### src/nne_pkg.sv
`default_nettype none
package nne_pkg;

   localparam int WORD_BITS = 64;
   localparam int NNE_MAX_POINTS = 64;
   localparam int NNE_COEFF_BITS = 64;
   localparam int CSR_INDEX_BITS = 3;

   typedef logic [WORD_BITS-1:0] word_type;

   // configuration register indexes
   typedef enum logic [CSR_INDEX_BITS-1:0] {
      CSR_MODULUS      = 3'd0,
      CSR_ROOT         = 3'd1,
      CSR_ROOT_INVERSE = 3'd2,
      CSR_SIZE_INVERSE = 3'd3,
      CSR_DIRECTION    = 3'd4,
      CSR_LOG_SIZE     = 3'd5
   } csr_index_type;

   // (u + v) mod q for u, v below q, without overflow
   function automatic word_type add_mod(word_type u, word_type v, word_type q);
      word_type gap;
      gap = q - v;
      return (u >= gap) ? (u - gap) : (u + v);
   endfunction

   // (u - v) mod q for u, v below q
   function automatic word_type sub_mod(word_type u, word_type v, word_type q);
      return (u < v) ? (q - (v - u)) : (u - v);
   endfunction

endpackage
`default_nettype wire

### src/nne_reduce.sv
`default_nettype none
module nne_reduce
   import nne_pkg::*;
(
   input  wire logic     clock,
   input  wire logic     reset,
   input  wire logic     start,
   input  wire word_type x,
   input  wire word_type q,
   output logic          done,
   output word_type      result
);

   localparam int CW = $clog2(WORD_BITS);

   word_type r_ff;
   word_type x_ff;
   word_type q_ff;
   logic [WORD_BITS:0] trial;
   logic [CW-1:0] cnt_ff;
   logic busy_ff;
   logic done_ff;

   // restoring remainder: shift in one dividend bit, subtract q when it fits
   assign trial = {r_ff, x_ff[WORD_BITS-1]};

   always_ff @(posedge clock) begin
      if (reset) begin
         busy_ff <= 1'b0;
         done_ff <= 1'b0;
         cnt_ff <= '0;
      end else begin
         done_ff <= 1'b0;
         if (start) begin
            busy_ff <= 1'b1;
            cnt_ff <= '1;
            r_ff <= '0;
            x_ff <= x;
            q_ff <= q;
         end else if (busy_ff) begin
            if (trial >= {1'b0, q_ff}) begin
               r_ff <= WORD_BITS'(trial - {1'b0, q_ff});
            end else begin
               r_ff <= trial[WORD_BITS-1:0];
            end
            x_ff <= x_ff << 1;
            cnt_ff <= cnt_ff - 1'b1;
            if (cnt_ff == '0) begin
               busy_ff <= 1'b0;
               done_ff <= 1'b1;
            end
         end
      end
   end

   assign done = done_ff;
   assign result = r_ff;

endmodule
`default_nettype wire

### config.mk
export PLATFORM = sky130hd
export DESIGN_NAME = nne_reduce
export DESIGN_NICKNAME = d
export VERILOG_FILES = /design/src/nne_pkg.sv /design/src/nne_reduce.sv
export SDC_FILE = /design/constraint.sdc
export NUM_CORES = 1
export LEC_CHECK = 0
export BUFFER_PORTS_ARGS = -buffer_cell sky130_fd_sc_hd__buf_2
export CORE_AREA = 2 2 147 149
export CTS_BUF_LIST = sky130_fd_sc_hd__clkbuf_2
export DETAILED_ROUTE_END_ITERATION = 6
export DIE_AREA = 0 0 149 151
export PLACE_DENSITY = 0.8
export RECOVER_POWER = 50
export SETUP_SLACK_MARGIN = 0.1
export SYNTH_ARGS = -nofsm -noshare
export SYNTH_HDL_FRONTEND = slang
export SYNTH_SLANG_ARGS = --single-unit
### constraint.sdc
create_clock -name clock -period 16.6 [get_ports clock]
set_input_delay 4.98 -clock clock [delete_from_list [all_inputs] [get_ports clock]]
set_output_delay 4.98 -clock clock [all_outputs]
set_load 0.01 [all_outputs]
==> metrics.md <==
| Metric | Value |
|---|---|
| Status | `complete, but fails checks` |
| Failing checks | `max-capacitance violations, max-slew violations` |
| Number of synthesized flops with an enable pin | `around 190` |
| Slew @ Worst Pin | `3.38 ns` |
| Slew margin rel. | `-125%` |
| CP endpoint kind | `flip-flop` |
| DIE HEIGHT | `151 µm` |
| Fraction of registers with async set/reset | `0%` |
| CP Capture Point | `result[22]` |
| Crit Path Category | `input pin to flip-flop` |
| Mapped Area | `11900 µm²` |
| Yosys reg bits | `200` |
| Via/cell ratio | `~5.8` |
| Layout cells sized above 1 | `24.2%` |
| Gr ovfl total | `0` |
| Sw power | `roughly 0.00047 W` |
| Power Density | `98.4 nW/µm²` |
| DR vias | `8951` |
| GRT Util Overall | `23.8%` |
| Unrepaired setup endpoints after global routing | `no` |
| Vias in the first global route | `~8400` |
| Cells after Synth | `1088` |
| Residual DRC | `0` |
| Post-Place Cell Area | `13000 µm²` |
| Cell Count, Final, Fillers Out | `1542` |
| Pre-CTS WS | `8.82 ns` |
| CP Launch Point | `start` |
| Number of routed nets with antenna violations | `0` |
| Logic pwr share | `between 30% and 40%` |
| R2R cell count | `4` |
| # fillers | `roughly 1700` |
| Hold buffers post-CTS | `0` |
| Period Utilization, post-route | `around 63%` |
| Clock tree buffer depth | `2` |
| Seq/Total Area, Yosys | `49.9%` |
| Wire per inst | `17.3 µm` |
| Initial Util | `57.0%` |
| Multi-input logic area | `5390 µm²` |
| Die area | `22500 µm²` |
| Fin Setup TNS | `0 ns` |
| Clock skew | `about 0.055 ns` |
| Crit start category | `input pin` |
| Endpoints failing hold | `0` |
| Final WS setup | `just over 6 ns` |
| Share of power burned in registers | `48.6%` |
| Number of core rows | `53` |
| WHS | `~0.56 ns` |
| Initial DRC Count | `~660` |
| CTS H-tree depth | `4` |
| CTS Sinks | `200` |
| Routed wire length | `26600 µm` |
| Peak Freq | `95.5 MHz` |
| I/O pin count | `196` |
| Fin nets | `1448` |
| Switching Share | `35.6%` |
| Worst hold path type | `flip-flop to flip-flop` |
| Setup Fix Bufs, Post-CTS | `0` |
| Syn Nets | `1286` |
| Worst r2r dst | `result[22]` |
| Synth warn | `0` |
| CTS buffer count | `17` |
| Reg2Reg Launch Point | `busy_ff` |
| Post-detail-place hpwl | `19800 µm` |
| Dominant synthesized flop cell | `edfxtp_1` |
| Clk slew on worst S/H paths | `0.35 ns` |
| P_int | `0.000841 W` |
| Detailed-router iteration count before antenna repair | `5` |
| Commonest cells after routing, fill and taps aside | `193 x buf_2, 192 x edfxtp_1, 98 x nor2_1, 87 x a21oi_1, 86 x inv_1` |
| Period minus WS final | `10.47 ns` |
| Register-to-Register Setup Slack | `roughly 12 ns` |
| Yosys cell types | `59` |
| Final setup viols | `0` |
| Worst-Skew Late Latency | `0.83 ns` |
| Largest net degree at the start of global routing | `between 70 and 80` |
| Area grow syn2layout | `11.8%` |
| Initial antenna violation count | `7` |
| Leak | `~5.6 nW` |
| Final Max Tran Viols | `195` |
| Die width | `149 µm` |
| Gpl congestion | `0.958` |
| Root buf cell | `clkbuf_2` |
| Clock share of power | `19.6%` |
| VDD IR max | `~0.063 mV` |
| Req. time, crit path | `17.06 ns` |
| Post-cts sizing count | `0` |
| Core area | `20800 µm²` |
| IO Port Bufs | `195` |
| CTS tree | `built` |
| Avg Cell Area, Syn | `10.9 µm²` |
| Crit path DAT | `10.93 ns` |
| Final instance area | `~13000 µm²` |
| Most common cell after layout, fill and taps aside | `buf_2` |
| First-pass GRT wire length | `42000 µm` |
| Register area | `5930 µm²` |
| CP max FO | `64` |
| Placed Instances | `1506` |
| Max-capacitance violation count | `3` |
## worst min path at each step
stage	start	end	slack, ns	cells after the start
after floorplan	x_ff[0]	x_ff[1]	0.52	1
after global placement	x_ff[45]	x_ff[46]	0.53	1
after detailed placement	x_ff[56]	x_ff[57]	0.53	1
after CTS	x_ff[3]	x_ff[4]	0.57	1
after global routing	x_ff[3]	x_ff[4]	0.58	1
final	x_ff[3]	x_ff[4]	0.56	1
## cells by family after synthesis
| kind of cell | after synthesis | share of synthesized area [%] |
|---|---|---|
| buf+inv | 144 | 4.89 |
| xor+xnor | 63 | 4.65 |
| fa+ha+maj | 67 | 7.12 |
| flops | 200 | 49.9 |
| compound gates | 266 | 14.6 |
| mux | 103 | 9.35 |
| simple gates | 245 | 9.51 |
## worst max-delay path: stages
cell      delay (ns)
clkbuf_1        1.92
nor2_1          0.33
nor2_4          0.21
clkbuf_1        2.34
buf_4           0.99
## metal layers
layer	share of wire (%)	up-vias	wire, µm	global-route usage, %
li1	-	4333	-	-
met4	1.5	6	408	5.62
met2	46	350	12200	38.0
met1	42	4225	11300	31.0
met3	10	37	2710	8.95
met5	0.13	-	34	0
## synthesized netlist by cell type, types with 2 or more instances
| cell type | n | share of area (%) |
|---|---|---|
| ha_1 | 66 | 7.0 |
| nand2_1 | 59 | 1.9 |
| nor2_1 | 100 | 3.2 |
| o21ai_0 | 43 | 1.8 |
| a211oi_1 | 24 | 1.5 |
| buf_4 | 3 | 0.19 |
| nor4_1 | 9 | 0.47 |
| a211o_1 | 3 | 0.22 |
| nand2b_1 | 3 | 0.16 |
| inv_1 | 86 | 2.7 |
| a21oi_1 | 87 | 3.7 |
| and3_1 | 6 | 0.32 |
| nor3_1 | 9 | 0.38 |
| a32o_1 | 2 | 0.17 |
| a31o_2 | 2 | 0.15 |
| nand3_1 | 8 | 0.34 |
| a21o_1 | 31 | 2.0 |
| o21a_1 | 10 | 0.63 |
| a31oi_1 | 8 | 0.42 |
| dfxtp_1 | 8 | 1.3 |
| a311oi_1 | 3 | 0.22 |
| xnor2_1 | 42 | 3.1 |
| o221ai_1 | 2 | 0.15 |
| o21bai_1 | 17 | 1.1 |
| clkbuf_1 | 45 | 1.4 |
| a21oi_2 | 2 | 0.15 |
| buf_2 | 8 | 0.34 |
| and2_1 | 3 | 0.16 |
| nand4_1 | 28 | 1.5 |
| a221oi_1 | 2 | 0.15 |
| mux2_2 | 64 | 6.1 |
| edfxtp_1 | 192 | 49 |
| nor2b_1 | 7 | 0.37 |
| a22o_1 | 4 | 0.29 |
| mux2i_1 | 39 | 3.3 |
| or2_2 | 2 | 0.11 |
| o211a_1 | 2 | 0.17 |
| o211ai_1 | 3 | 0.19 |
| xor2_1 | 21 | 1.5 |
| o31ai_1 | 5 | 0.32 |
| o2111ai_1 | 3 | 0.22 |
| or3_1 | 7 | 0.37 |
| a21boi_0 | 4 | 0.25 |
## through the flow
step	utilization (%)	total power, W
after CTS	63.8	0.00131
after detailed placement	62.4	0.00105
after floorplan	-	0.000952
after global placement	62.4	0.00104
final	63.8	0.00131
after global routing	63.7	0.00138
## cell type report
class / count / share of cell area, %
flip-flops and latches: 200 / 44.6
multi-input cells: 744 / 40.6
clock buffers: 17 / 0.641
repair buffers: 201 / 7.61
inverters: 86 / 2.43
clock inverters: 15 / 1.45
well taps: 275 / 2.59
diodes: 4 / 0.0754
## sequential cells by signal, summed over array words and instances, names as in the netlist
signal / cells
done: 1
cnt_ff: 6
result: 64
q_ff: 64
busy_ff: 1
x_ff: 64
## power groups by stage
stage,Sequential (W),Clock [W],Combinational [W]
2_1_floorplan,0.000649,0,0.000302
3_3_place_gp,0.000643,0,0.000401
3_5_place_dp,0.000645,0,0.000410
4_1_cts,0.000634,0.000262,0.000412
5_1_grt,0.000639,0.000281,0.000459
6_report,0.000634,0.000256,0.000416
Power figures use the tool's default switching activity.
